`src/rtl/vfs_pkg.sv`:
```
// shared types, constants and codes for the voxel face shader
package vfs_pkg;

    localparam int ChanW      = 12;          // 7*255 + 3*255 fits in 12 bits
    localparam int QDepth     = 2;
    localparam int QPtrW      = $clog2(QDepth);
    localparam int QCntW      = $clog2(QDepth + 1);
    localparam int RecipW     = 13;
    localparam int RecipShift = 16;
    localparam logic [RecipW-1:0] RecipTen = 13'd6554;   // ceil(2^16 / 10)
    localparam int ProdW      = ChanW + RecipW;

    localparam logic [7:0]  RedMin        = 8'd200;
    localparam logic [7:0]  OtherMax      = 8'd100;
    localparam logic [23:0] InteriorColor = 24'hFF0000;

    localparam logic [23:0] TopReset    = 24'hFFFF00;
    localparam logic [23:0] BottomReset = 24'h0000FF;
    localparam logic [23:0] FrontReset  = 24'h00FFFF;
    localparam logic [23:0] BackReset   = 24'hFF0000;
    localparam logic [23:0] LeftReset   = 24'hFF00FF;
    localparam logic [23:0] RightReset  = 24'h00FF00;

    localparam int CfgIdxW = 3;

    typedef enum logic [2:0] {
        FACE_TOP      = 3'd0,
        FACE_BOTTOM   = 3'd1,
        FACE_FRONT    = 3'd2,
        FACE_BACK     = 3'd3,
        FACE_LEFT     = 3'd4,
        FACE_RIGHT    = 3'd5,
        FACE_INTERIOR = 3'd6
    } t_face;

    typedef enum logic [CfgIdxW-1:0] {
        REG_TOP_COLOR    = 3'd0,
        REG_BOTTOM_COLOR = 3'd1,
        REG_FRONT_COLOR  = 3'd2,
        REG_BACK_COLOR   = 3'd3,
        REG_LEFT_COLOR   = 3'd4,
        REG_RIGHT_COLOR  = 3'd5,
        REG_BLEND_MODE   = 3'd6
    } t_reg_idx;

    typedef enum logic [1:0] {
        MODE_REPLACE = 2'd0,
        MODE_BLEND   = 2'd1,
        MODE_RED_LO  = 2'd2,
        MODE_RED_HI  = 2'd3
    } t_mode;

    typedef struct packed {
        logic [5:0][23:0] palette;   // indexed by face code
        t_mode            mode;
    } t_cfg;

    // one classified voxel on its way to the back end
    typedef struct packed {
        logic                  status;
        t_face                 face;
        logic [7:0]            alpha;
        logic                  blend;   // chan holds 7*face + 3*base, still to divide by 10
        logic [2:0][ChanW-1:0] chan;    // red, green, blue from high to low
    } t_entry;

endpackage

```
`src/rtl/vfs_if.sv`:
```
// channel interfaces: voxel input, shaded result output, register writes
interface vfs_in_if;
    import vfs_pkg::*;
    logic       valid;
    logic       ready;
    logic       voxel_present;
    logic [7:0] base_red;
    logic [7:0] base_green;
    logic [7:0] base_blue;
    logic [7:0] base_alpha;
    logic [5:0] exposed_faces;

    modport source (output valid, voxel_present, base_red, base_green, base_blue,
                    base_alpha, exposed_faces, input ready);
    modport sink   (input valid, voxel_present, base_red, base_green, base_blue,
                    base_alpha, exposed_faces, output ready);
endinterface

interface vfs_out_if;
    import vfs_pkg::*;
    logic       valid;
    logic       ready;
    logic       status;
    logic [7:0] out_red;
    logic [7:0] out_green;
    logic [7:0] out_blue;
    logic [7:0] out_alpha;
    logic [2:0] chosen_face;

    modport source (output valid, status, out_red, out_green, out_blue, out_alpha,
                    chosen_face, input ready);
    modport sink   (input valid, status, out_red, out_green, out_blue, out_alpha,
                    chosen_face, output ready);
endinterface

interface vfs_cfg_if;
    import vfs_pkg::*;
    logic               valid;
    logic               ready;
    logic [CfgIdxW-1:0] index;
    logic [23:0]        data;

    modport source (output valid, index, data, input ready);
    modport sink   (input valid, index, data, output ready);
endinterface

```
`src/rtl/vfs_front.sv`:
```
// front end: accepts voxels, picks the face and prepares the channel values
module vfs_front (
    input  logic            i_clk,
    input  logic            i_rst_n,
    vfs_in_if.sink          i_in,
    input  vfs_pkg::t_cfg   i_cfg,
    output logic            o_push_valid,
    output vfs_pkg::t_entry o_push_entry,
    input  logic            i_push_ready
);
    import vfs_pkg::*;

    logic        r_valid;
    t_entry      r_entry;
    t_entry      n_entry;
    t_face       face;
    logic [23:0] color;
    logic [5:0]  f;
    logic        ax, ay, az;
    logic        red_voxel;
    logic [2:0][7:0] face_ch;
    logic [2:0][7:0] base_ch;
    logic        take;

    assign i_in.ready = !r_valid || i_push_ready;
    assign take       = i_in.valid && i_in.ready;

    assign f  = i_in.exposed_faces;
    assign ay = f[0] ^ f[1];
    assign ax = f[3] ^ f[2];
    assign az = f[4] ^ f[5];

    always_comb begin
        if (f == 6'd0) begin
            face = FACE_INTERIOR;
        end else if (ay && !ax && !az) begin
            face = f[0] ? FACE_TOP : FACE_BOTTOM;
        end else if (ax && !az) begin
            face = f[3] ? FACE_RIGHT : FACE_LEFT;
        end else begin
            // cancelled normals land here too and give back
            face = (f[4] && !f[5]) ? FACE_FRONT : FACE_BACK;
        end
    end

    assign color   = (face == FACE_INTERIOR) ? InteriorColor : i_cfg.palette[face];
    assign face_ch = color;
    assign base_ch = {i_in.base_red, i_in.base_green, i_in.base_blue};
    assign red_voxel = (i_in.base_red > RedMin) && (i_in.base_green < OtherMax)
                    && (i_in.base_blue < OtherMax);

    always_comb begin
        n_entry        = '0;
        n_entry.status = !i_in.voxel_present;
        if (i_in.voxel_present) begin
            n_entry.face  = face;
            n_entry.alpha = i_in.base_alpha;
            for (int c = 0; c < 3; c++) begin
                case (i_cfg.mode)
                    MODE_REPLACE: begin
                        n_entry.chan[c] = ChanW'(face_ch[c]);
                    end
                    MODE_BLEND: begin
                        n_entry.chan[c] = (ChanW'({face_ch[c], 3'b000}) - ChanW'(face_ch[c]))
                                        + (ChanW'({base_ch[c], 1'b0}) + ChanW'(base_ch[c]));
                    end
                    default: begin
                        n_entry.chan[c] = red_voxel ? ChanW'(face_ch[c])
                                                    : ChanW'(base_ch[c]);
                    end
                endcase
            end
            n_entry.blend = (i_cfg.mode == MODE_BLEND);
        end
    end

    always_ff @(posedge i_clk) begin
        if (!i_rst_n) begin
            r_valid <= 1'b0;
        end else if (take) begin
            r_valid <= 1'b1;
        end else if (i_push_ready) begin
            r_valid <= 1'b0;
        end
    end

    always_ff @(posedge i_clk) begin
        if (take) begin
            r_entry <= n_entry;
        end
    end

    assign o_push_valid = r_valid;
    assign o_push_entry = r_entry;

endmodule

```
`src/rtl/vfs_queue.sv`:
```
// short queue between the front and back ends
module vfs_queue (
    input  logic            i_clk,
    input  logic            i_rst_n,
    input  logic            i_push_valid,
    input  vfs_pkg::t_entry i_push_entry,
    output logic            o_push_ready,
    output logic            o_pop_valid,
    output vfs_pkg::t_entry o_pop_entry,
    input  logic            i_pop_ready
);
    import vfs_pkg::*;

    t_entry           r_mem [QDepth];
    logic [QPtrW-1:0] r_wr_ptr;
    logic [QPtrW-1:0] r_rd_ptr;
    logic [QCntW-1:0] r_count;
    logic             push;
    logic             pop;

    assign o_push_ready = (r_count != QCntW'(QDepth));
    assign o_pop_valid  = (r_count != '0);
    assign o_pop_entry  = r_mem[r_rd_ptr];
    assign push = i_push_valid && o_push_ready;
    assign pop  = o_pop_valid && i_pop_ready;

    always_ff @(posedge i_clk) begin
        if (!i_rst_n) begin
            r_wr_ptr <= '0;
            r_rd_ptr <= '0;
            r_count  <= '0;
        end else begin
            if (push) begin
                r_wr_ptr <= r_wr_ptr + 1'b1;
            end
            if (pop) begin
                r_rd_ptr <= r_rd_ptr + 1'b1;
            end
            case ({push, pop})
                2'b10:   r_count <= r_count + 1'b1;
                2'b01:   r_count <= r_count - 1'b1;
                default: r_count <= r_count;
            endcase
        end
    end

    always_ff @(posedge i_clk) begin
        if (push) begin
            r_mem[r_wr_ptr] <= i_push_entry;
        end
    end

endmodule

```
`src/rtl/vfs_back.sv`:
```
// back end: divides blended channels by ten and holds the result for the sink
module vfs_back (
    input  logic            i_clk,
    input  logic            i_rst_n,
    input  logic            i_pop_valid,
    input  vfs_pkg::t_entry i_pop_entry,
    output logic            o_pop_ready,
    vfs_out_if.source       o_out
);
    import vfs_pkg::*;

    logic              r_valid;
    logic              r_status;
    logic [2:0]        r_face;
    logic [7:0]        r_alpha;
    logic [2:0][7:0]   r_rgb;
    logic [2:0][7:0]   n_rgb;
    logic [ProdW-1:0]  prod [3];
    logic              load;

    assign o_pop_ready = !r_valid || o_out.ready;
    assign load        = i_pop_valid && o_pop_ready;

    // floor(x / 10) as (x * 6554) >> 16, exact for the 12-bit sums here
    always_comb begin
        for (int c = 0; c < 3; c++) begin
            prod[c]  = ProdW'(i_pop_entry.chan[c]) * ProdW'(RecipTen);
            n_rgb[c] = i_pop_entry.blend ? prod[c][RecipShift +: 8]
                                         : i_pop_entry.chan[c][7:0];
        end
    end

    always_ff @(posedge i_clk) begin
        if (!i_rst_n) begin
            r_valid <= 1'b0;
        end else if (load) begin
            r_valid <= 1'b1;
        end else if (o_out.ready) begin
            r_valid <= 1'b0;
        end
    end

    always_ff @(posedge i_clk) begin
        if (load) begin
            r_status <= i_pop_entry.status;
            r_face   <= i_pop_entry.face;
            r_alpha  <= i_pop_entry.alpha;
            r_rgb    <= n_rgb;
        end
    end

    assign o_out.valid       = r_valid;
    assign o_out.status      = r_status;
    assign o_out.out_red     = r_rgb[2];
    assign o_out.out_green   = r_rgb[1];
    assign o_out.out_blue    = r_rgb[0];
    assign o_out.out_alpha   = r_alpha;
    assign o_out.chosen_face = r_face;

endmodule

```
`src/rtl/voxel_face_shade.sv`:
```
// voxel face shader top level: register file, front end, queue, back end
//
//  channel   dir   payload                                            transaction
//  i_in      in    voxel_present, base_red/green/blue/alpha, faces    valid & ready
//  o_out     out   status, out_red/green/blue/alpha, chosen_face      valid & ready
//  i_cfg     in    index (3 bits), data (24 bits)                     valid & ready
//
//  one voxel per cycle sustained while o_out.ready stays high; a result is registered in
//  each stage in turn and leaves at the first edge with o_out.ready high
//  (front register, 2-entry queue, back output register with the divide-by-ten multiply)
//  synchronous active-low reset clears control state and loads the register reset values
//  front and back stall independently; the queue absorbs a short output stall
//  i_cfg.ready is always high; writes to an index past the blend mode are dropped
module voxel_face_shade (
    input  logic      i_clk,
    input  logic      i_rst_n,
    vfs_in_if.sink    i_in,
    vfs_out_if.source o_out,
    vfs_cfg_if.sink   i_cfg
);
    import vfs_pkg::*;

    t_cfg   r_cfg;
    logic   push_valid;
    logic   push_ready;
    t_entry push_entry;
    logic   pop_valid;
    logic   pop_ready;
    t_entry pop_entry;

    assign i_cfg.ready = 1'b1;

    always_ff @(posedge i_clk) begin
        if (!i_rst_n) begin
            r_cfg.palette[FACE_TOP]    <= TopReset;
            r_cfg.palette[FACE_BOTTOM] <= BottomReset;
            r_cfg.palette[FACE_FRONT]  <= FrontReset;
            r_cfg.palette[FACE_BACK]   <= BackReset;
            r_cfg.palette[FACE_LEFT]   <= LeftReset;
            r_cfg.palette[FACE_RIGHT]  <= RightReset;
            r_cfg.mode                 <= MODE_REPLACE;
        end else if (i_cfg.valid) begin
            case (t_reg_idx'(i_cfg.index))
                REG_TOP_COLOR:    r_cfg.palette[FACE_TOP]    <= i_cfg.data;
                REG_BOTTOM_COLOR: r_cfg.palette[FACE_BOTTOM] <= i_cfg.data;
                REG_FRONT_COLOR:  r_cfg.palette[FACE_FRONT]  <= i_cfg.data;
                REG_BACK_COLOR:   r_cfg.palette[FACE_BACK]   <= i_cfg.data;
                REG_LEFT_COLOR:   r_cfg.palette[FACE_LEFT]   <= i_cfg.data;
                REG_RIGHT_COLOR:  r_cfg.palette[FACE_RIGHT]  <= i_cfg.data;
                REG_BLEND_MODE:   r_cfg.mode <= t_mode'(i_cfg.data[1:0]);
                default:          r_cfg <= r_cfg;
            endcase
        end
    end

    vfs_front u_front (
        .i_clk        (i_clk),
        .i_rst_n      (i_rst_n),
        .i_in         (i_in),
        .i_cfg        (r_cfg),
        .o_push_valid (push_valid),
        .o_push_entry (push_entry),
        .i_push_ready (push_ready)
    );

    vfs_queue u_queue (
        .i_clk        (i_clk),
        .i_rst_n      (i_rst_n),
        .i_push_valid (push_valid),
        .i_push_entry (push_entry),
        .o_push_ready (push_ready),
        .o_pop_valid  (pop_valid),
        .o_pop_entry  (pop_entry),
        .i_pop_ready  (pop_ready)
    );

    vfs_back u_back (
        .i_clk       (i_clk),
        .i_rst_n     (i_rst_n),
        .i_pop_valid (pop_valid),
        .i_pop_entry (pop_entry),
        .o_pop_ready (pop_ready),
        .o_out       (o_out)
    );

`ifndef ASSERT_OFF
    // nothing comes out in the cycle after reset
    a_no_out_after_reset: assert property (@(posedge i_clk)
        !i_rst_n |=> !o_out.valid)
        else $error("result valid right after reset");

    // a blocked front entry waits unchanged for the queue
    a_front_holds: assert property (@(posedge i_clk) disable iff (!i_rst_n)
        push_valid && !push_ready |=> push_valid && $stable(push_entry))
        else $error("front entry dropped or changed while queue full");

    // absent voxels carry zero colors and face code zero
    a_absent_zero: assert property (@(posedge i_clk) disable iff (!i_rst_n)
        o_out.valid && o_out.status |-> o_out.out_red == 8'd0 && o_out.out_green == 8'd0
            && o_out.out_blue == 8'd0 && o_out.out_alpha == 8'd0
            && o_out.chosen_face == FACE_TOP)
        else $error("absent voxel result not cleared");

    // a queued blended entry always holds a sum below 2560
    a_blend_range: assert property (@(posedge i_clk) disable iff (!i_rst_n)
        pop_valid && pop_entry.blend |-> pop_entry.chan[0] < 12'd2560
            && pop_entry.chan[1] < 12'd2560 && pop_entry.chan[2] < 12'd2560)
        else $error("blend sum out of range");
`endif

endmodule

```
`src/flat_wrapper.sv`:
```
// flat-port wrapper written by rule: the top's interface ports become plain ports
module voxel_face_shade_flat import vfs_pkg::*;
  (i_clk, i_rst_n, i_in_valid, i_in_voxel_present, i_in_base_red, i_in_base_green, i_in_base_blue, i_in_base_alpha, i_in_exposed_faces, i_in_ready, o_out_valid, o_out_status, o_out_out_red, o_out_out_green, o_out_out_blue, o_out_out_alpha, o_out_chosen_face, o_out_ready, i_cfg_valid, i_cfg_index, i_cfg_data, i_cfg_ready);
  vfs_in_if i_in_i ();
  vfs_out_if o_out_i ();
  vfs_cfg_if i_cfg_i ();
  input  logic i_clk;
  input  logic i_rst_n;
  input wire logic [$bits(i_in_i.valid)-1:0] i_in_valid;
  input wire logic [$bits(i_in_i.voxel_present)-1:0] i_in_voxel_present;
  input wire logic [$bits(i_in_i.base_red)-1:0] i_in_base_red;
  input wire logic [$bits(i_in_i.base_green)-1:0] i_in_base_green;
  input wire logic [$bits(i_in_i.base_blue)-1:0] i_in_base_blue;
  input wire logic [$bits(i_in_i.base_alpha)-1:0] i_in_base_alpha;
  input wire logic [$bits(i_in_i.exposed_faces)-1:0] i_in_exposed_faces;
  output wire logic [$bits(i_in_i.ready)-1:0] i_in_ready;
  output wire logic [$bits(o_out_i.valid)-1:0] o_out_valid;
  output wire logic [$bits(o_out_i.status)-1:0] o_out_status;
  output wire logic [$bits(o_out_i.out_red)-1:0] o_out_out_red;
  output wire logic [$bits(o_out_i.out_green)-1:0] o_out_out_green;
  output wire logic [$bits(o_out_i.out_blue)-1:0] o_out_out_blue;
  output wire logic [$bits(o_out_i.out_alpha)-1:0] o_out_out_alpha;
  output wire logic [$bits(o_out_i.chosen_face)-1:0] o_out_chosen_face;
  input wire logic [$bits(o_out_i.ready)-1:0] o_out_ready;
  input wire logic [$bits(i_cfg_i.valid)-1:0] i_cfg_valid;
  input wire logic [$bits(i_cfg_i.index)-1:0] i_cfg_index;
  input wire logic [$bits(i_cfg_i.data)-1:0] i_cfg_data;
  output wire logic [$bits(i_cfg_i.ready)-1:0] i_cfg_ready;
  assign i_in_i.valid = i_in_valid;
  assign i_in_i.voxel_present = i_in_voxel_present;
  assign i_in_i.base_red = i_in_base_red;
  assign i_in_i.base_green = i_in_base_green;
  assign i_in_i.base_blue = i_in_base_blue;
  assign i_in_i.base_alpha = i_in_base_alpha;
  assign i_in_i.exposed_faces = i_in_exposed_faces;
  assign i_in_ready = i_in_i.ready;
  assign o_out_valid = o_out_i.valid;
  assign o_out_status = o_out_i.status;
  assign o_out_out_red = o_out_i.out_red;
  assign o_out_out_green = o_out_i.out_green;
  assign o_out_out_blue = o_out_i.out_blue;
  assign o_out_out_alpha = o_out_i.out_alpha;
  assign o_out_chosen_face = o_out_i.chosen_face;
  assign o_out_i.ready = o_out_ready;
  assign i_cfg_i.valid = i_cfg_valid;
  assign i_cfg_i.index = i_cfg_index;
  assign i_cfg_i.data = i_cfg_data;
  assign i_cfg_ready = i_cfg_i.ready;
  voxel_face_shade u_core (.i_clk(i_clk), .i_rst_n(i_rst_n), .i_in(i_in_i), .o_out(o_out_i), .i_cfg(i_cfg_i));
endmodule
```
`config.mk`:
```
export PLATFORM = sky130hd
export DESIGN_NAME = voxel_face_shade_flat
export DESIGN_NICKNAME = d
export VERILOG_FILES = /design/src/rtl/vfs_pkg.sv /design/src/rtl/vfs_if.sv /design/src/rtl/vfs_front.sv /design/src/rtl/vfs_queue.sv /design/src/rtl/vfs_back.sv /design/src/rtl/voxel_face_shade.sv /design/src/flat_wrapper.sv
export SDC_FILE = /design/constraint.sdc
export NUM_CORES = 1
export LEC_CHECK = 0
export BUFFER_PORTS_ARGS = -buffer_cell sky130_fd_sc_hd__buf_2
export CAP_MARGIN = 10
export CORE_ASPECT_RATIO = 2
export CORE_MARGIN = 5
export CORE_UTILIZATION = 60
export DETAILED_ROUTE_END_ITERATION = 8
export GPL_TIMING_DRIVEN = 1
export PLACE_DENSITY = 0.9
export SYNTH_ARGS = -nofsm -noshare
export SYNTH_HDL_FRONTEND = slang
export SYNTH_HIERARCHICAL = 1
export SYNTH_SLANG_ARGS = --single-unit
```
`constraint.sdc`:
```
create_clock -name i_clk -period 6.2 [get_ports i_clk]
set_clock_uncertainty 0.05 [all_clocks]
set_input_delay 0.93 -clock i_clk [delete_from_list [all_inputs] [get_ports i_clk]]
set_output_delay 0.93 -clock i_clk [all_outputs]
set_load 0.03 [all_outputs]
```
== Word-level counts from Yosys, hierarchy flattened ==
Memory sizes are Yosys's and may differ from the RTL's. A register that Yosys moved wholly into a read port is not among the register bits.
Index checks and enable logic that the tools add are counted.
W data, S select, Z words.
Storage, ports and cells
  bits in registers: 237
  logic and storage cells: 118
  output and inout port bits: 39
  bits in writable memories: 98
  memories: 1
Operators by class
  multipliers: 3
  muxes and demuxes: 27
  equality and inequality tests: 11
  bitwise logic cells: 3
  $lt $le $gt $ge: 4
  add/sub/neg operators: 13
  reductions and logical operators: 31
Memory list
  u_core.u_queue.r_mem: depth 2, bits a word 49, rd ports 1, clocked after Yosys merged registers in 1, wr ports 1, RTL line vfs_queue.sv:14  | t_entry r_mem [QDepth];
Operator list (number)
  $bmux W24 S3: 1
  $pmux W12 S2: 3
  $mul A12 B12 Y23 const B: 3
  $mux W24: 2
  $mux W8: 6
  $add A12 B10 Y12: 3
  $sub A11 B8 Y12: 3
  $add A9 B8 Y10: 3
  $lt A8 B7 Y1 const B: 2
  $reduce_and A2 Y1: 7
  $eq A3 B3 Y1 const B: 4
  $mux W1: 11
  $logic_and A1 B1 Y1: 9
  $mux W3: 3
  $gt A8 B8 Y1 const B: 1
  $reduce_bool A2 Y1: 4
  $eq A3 B2 Y1 const B: 2
  $logic_not A1 Y1: 6
  $logic_not A6 Y1: 1
  $eq A2 B1 Y1 const B: 2
  $lt A3 B4 Y1 const B: 1
  $pmux W2 S2: 1
  $eq A3 B1 Y1 const B: 1
  $logic_not A3 Y1: 1
  8 further kinds: 12

== Depth between registers and ports, before layout ==
  depth in word-level cells: 12
  gate-level depth with buffers: 23
  depth with buffers taken out: 22

== By module ==
Netlist, hierarchy kept.
By module, submodules not included
  vfs_back: times used 1, cells an instance 866, sequential area each 1101.1 um^2, area an instance 8933.6 um^2
  vfs_front: times used 1, cells an instance 771, sequential area each 1491.4 um^2, area an instance 6361.1 um^2
  voxel_face_shade: times used 1, cells an instance 541, sequential area each 2922.8 um^2, area an instance 5683.0 um^2
  vfs_queue: times used 1, cells an instance 176, sequential area each 3042.9 um^2, area an instance 3757.4 um^2

== Worst setup path after synthesis ==
OpenSTA, ideal clock, no wires.
  path type: register to register
  start: reg with a tool-made name
  end: reg u_core.u_back.r_rgb (netlist bit u_core/u_back/o_out.out_red[6]), data pin
  cell stages (with the launch flop): 21
  arrival: 5238 ps
  setup time: 260 ps
  slack: 652 ps
  clock period less this slack: 5548 ps
  path buffers: 2
  path through: dfxtp_1 -> buf_2 -> buf_4 -> mux2_2 -> ha_1 -> inv_1 -> fa_1 -> fa_1 -> inv_1 -> fa_1 -> inv_1 -> fa_1 -> inv_1 -> ha_1 -> a21oi_1 -> a21boi_1 -> a211o_1 -> o221ai_2 -> o21a_1 -> xnor2_1 -> mux2_2
RTL lines
  end signal, assigned: RTL line vfs_back.sv:48  | r_rgb <= n_rgb;
  end, declared: RTL line vfs_back.sv:16  | logic [2:0][7:0] r_rgb;

==> results_dict.tcl <==
set metrics [dict create \
    synthMuxAreaShare_pct 10.5 \
    fmax_ghz 0.170 \
    finalHoldViolCount 0 \
    worst_setup_path_start_kind "flop" \
    synthCells 2354 \
    io_buffers 108 \
    via_per_inst 5.85 \
    first_pass_iters 5 \
    antenna_found_initial 11 \
    cts_buffers 30 \
    wl_per_cell_um 19.7 \
    synth_top_flop_cell "edfxtp_1" \
    seq_area_frac_synth_pct 34.6 \
    drc 0 \
    post-route-period-util_pct 95.0 \
    reg2reg_depth 20 \
    synth_most_common_cell "inv_1" \
    synth-edff-count 183 \
    path_cells "buf_12, buf_4, mux2_2, ha_1, inv_1, fa_1, inv_1, fa_1, fa_1, inv_1, fa_1, inv_1, ha_1, nand4_1, o22ai_1, a21oi_2, o221ai_1, a21oi_1, xnor2_1, mux2_2" \
    cp.required_ps 6480 \
    rows 105 \
    dp_hpwl_um 46800 \
    drv_slew 0 \
    cts_setup_buffers 0 \
    root_buffer "clkbuf_16" \
    synth_top_family_by_area "adder cells" \
    hp-start "u_core/u_front/o_push_entry[22]$_SDFFCE_PN0P_" \
    grt_max_degree 116 \
    worstPathArrival_ps 6170 \
    synth-xor-area-share_pct 1.84 \
    layout-drive-gt1-share_pct 12.2 \
    synth_fa_ha_area_share_pct 27.4 \
    status "finished, final reports clean" \
    yosys_warnings 6 \
    die-width_um 154 \
    async_reset_ff_share_pct 0 \
    hold_path_end "u_core/u_queue/r_mem[0][22]$_DFFE_PP_" \
    hold_path_class "flop to flop" \
    io_pins 110 \
    drt_iter0_drc 943 \
    maxCapViolCount 0 \
    core_area_um2 40900 \
    finalSetupTns_ps 0 \
    clock_tree.htree_level_count 1 \
    setup_viol 0 \
    gp_congestion 0.956 \
    endpoint_kind "flop" \
    dieArea_um2 45600 \
    path_clk_slew_ps 70 \
    cp_max_fo 21 \
    die_y_um 297 \
    min_period_ps 5890 \
    synth_cell_types 84 \
    start_util_pct 60.5 \
    syn_nets 2877 \
    hold_path_depth 0 \
    cp_slowest_stage_delay_ps 590 \
    cts_sinks 336 \
    cts_tree "done" \
    slew_headroom_pct 25.7 \
    grt.total_usage_pct 25.8 \
    rsz0062_at_grt "no" \
    avgSynthCellArea_um2 10.5 \
    synth_largest_area_cell "edfxtp_1" \
    grt_pass1_vias 19200 \
    synth_top_area_share_pct 22.2 \
    r2r_setup_slack_ps 310 \
    syn_to_final_growth_pct 9.08 \
    dr_total_vias 17600 \
    crit_path_top_delay_cell "fa_1" \
    clk_latency_ps 580 \
    ys_ff_latch 336 \
    gr-total-overflow 0 \
    netlist_top_cells_count "inv_1 (352), ha_1 (302), nand2_1 (223)" \
    nNetsFinal 2972 \
    fillers 3084 \
    grt_pass1_wl_um 95400 \
    worstSetupPathType "flop to flop" \
    synthTopCellsByArea "edfxtp_1 (22%), ha_1 (15%), dfxtp_1 (12%), fa_1 (12%), mux2i_1 (7.1%)" \
    worst_pin_slew_ps 1110 \
    synth-simple-area-share_pct 11.3 \
    drt_wl_total_um 59300 \
    synth-compound-area-share_pct 7.34 \
    timing.rr.end "u_core/u_back/o_out.out_green[4]$_DFFE_PP_" \
    cts.path.max_buffers 3 \
    netlist_area_um2 24700 \
    ant_nets 0 \
]
## logic make-up (layout without fill, tap and decap cells)
kind of cell | after synthesis | after routing
AO/OA/AOI/OAI | 262 | 262
XOR/XNOR | 52 | 52
adder cells (fa/ha/maj) | 452 | 452
buffers and inverters | 438 | 556
flip-flops | 336 | 336
multiplexers | 250 | 250
other | 1 | 9
AND/OR/NAND/NOR | 563 | 563
## worst max-delay path by stage
stage,startpoint,end,depth (start not counted),slack [ps]
2_1_floorplan,flop,u_core/u_back/o_out.out_red[6]$_DFFE_PP_,20,650
3_3_place_gp,flop,u_core/u_back/o_out.out_red[6]$_DFFE_PP_,20,400
3_5_place_dp,i_in_exposed_faces[3],u_core/u_front/o_push_entry[9]$_SDFFCE_PN0P_,20,190
4_1_cts,flop,u_core/u_back/o_out.out_red[6]$_DFFE_PP_,20,240
5_1_grt,flop,u_core/u_back/o_out.out_blue[6]$_DFFE_PP_,18,50
6_report,flop,u_core/u_back/o_out.out_green[4]$_DFFE_PP_,20,310
## placed cells by master, fill, tap and decap left out, types with 20 or more instances in the layout
cell type and instances:
buf_4 38, nor2_1 69, inv_1 351, o21ai_0 48, buf_2 107, mux2i_1 176
nand2_1 223, edfxtp_1 183, clkbuf_16 31, fa_1 150, nor3_1 26, nand3_1 50
a21o_1 20, ha_1 302, xnor2_1 39, nor2b_1 107, a21oi_1 63, mux2_2 74
dfxtp_1 152
## what timing repair did
action | CTS | global route
hold buffers | 0 | 0
gates resized for setup | 0 | 2
endpoints found under the setup margin | 0 | 4
## layout make-up
cell class	count	area, um^2	share of cell area [%]
Antenna cell	8	20.0	0.0742
Clock buffer	35	791	2.93
Clock inverter	20	248	0.918
Inverter	353	1330	4.91
Multi-Input combinational cell	1580	14500	53.7
Sequential cell	336	8560	31.7
Tap cell	535	669	2.48
Timing Repair Buffer	148	881	3.26
## flip-flops by register name (all words and copies together) (netlist names), 2 cells and up, named ones only
register and count:
u_core/r_cfg 146, u_core/u_back/o_out.chosen_face 3, u_core/u_back/o_out.out_alpha 8, u_core/u_back/o_out.out_blue 8, u_core/u_back/o_out.out_green 8, u_core/u_back/o_out.out_red 8, u_core/u_front/o_push_entry 49, u_core/u_queue/r_count 2
u_core/u_queue/r_mem 98
## worst max-delay path: cells and delay by family, from the launching register on
family          cells  cell delay, ps
xor+xnor            1             140
fa+ha+maj           6            2780
compound gates      4             810
simple gates        1             130
flops               1             450
buf+inv             6             600
mux                 2             660
## metal layers
layer | vias up | GRT usage, % | part of all wire (%)
met1 | 8427 | 25.8 | 33
met2 | 702 | 47.9 | 53
li1 | 8182 | - | -
met4 | 8 | 18.2 | 8.1
met3 | 317 | 3.80 | 5.3
met5 | - | 0 | 0.081
## per-stage QoR
step	cell area (um^2)	setup slack, ps	cells	util, %	hold slack (ps)
final	27000	308	3015	66.0	394
after global routing	27000	49.3	3011	66.0	405
after CTS	27000	236	3007	66.0	396
after detailed placement	25900	189	2952	63.4	382
after global placement	25900	400	2952	63.4	372
after floorplan	24700	652	2354	-	371
Power is left out: the tool's default activity adds up to more than one toggle a clock period on the data nets, which glitch-free logic cannot reach.
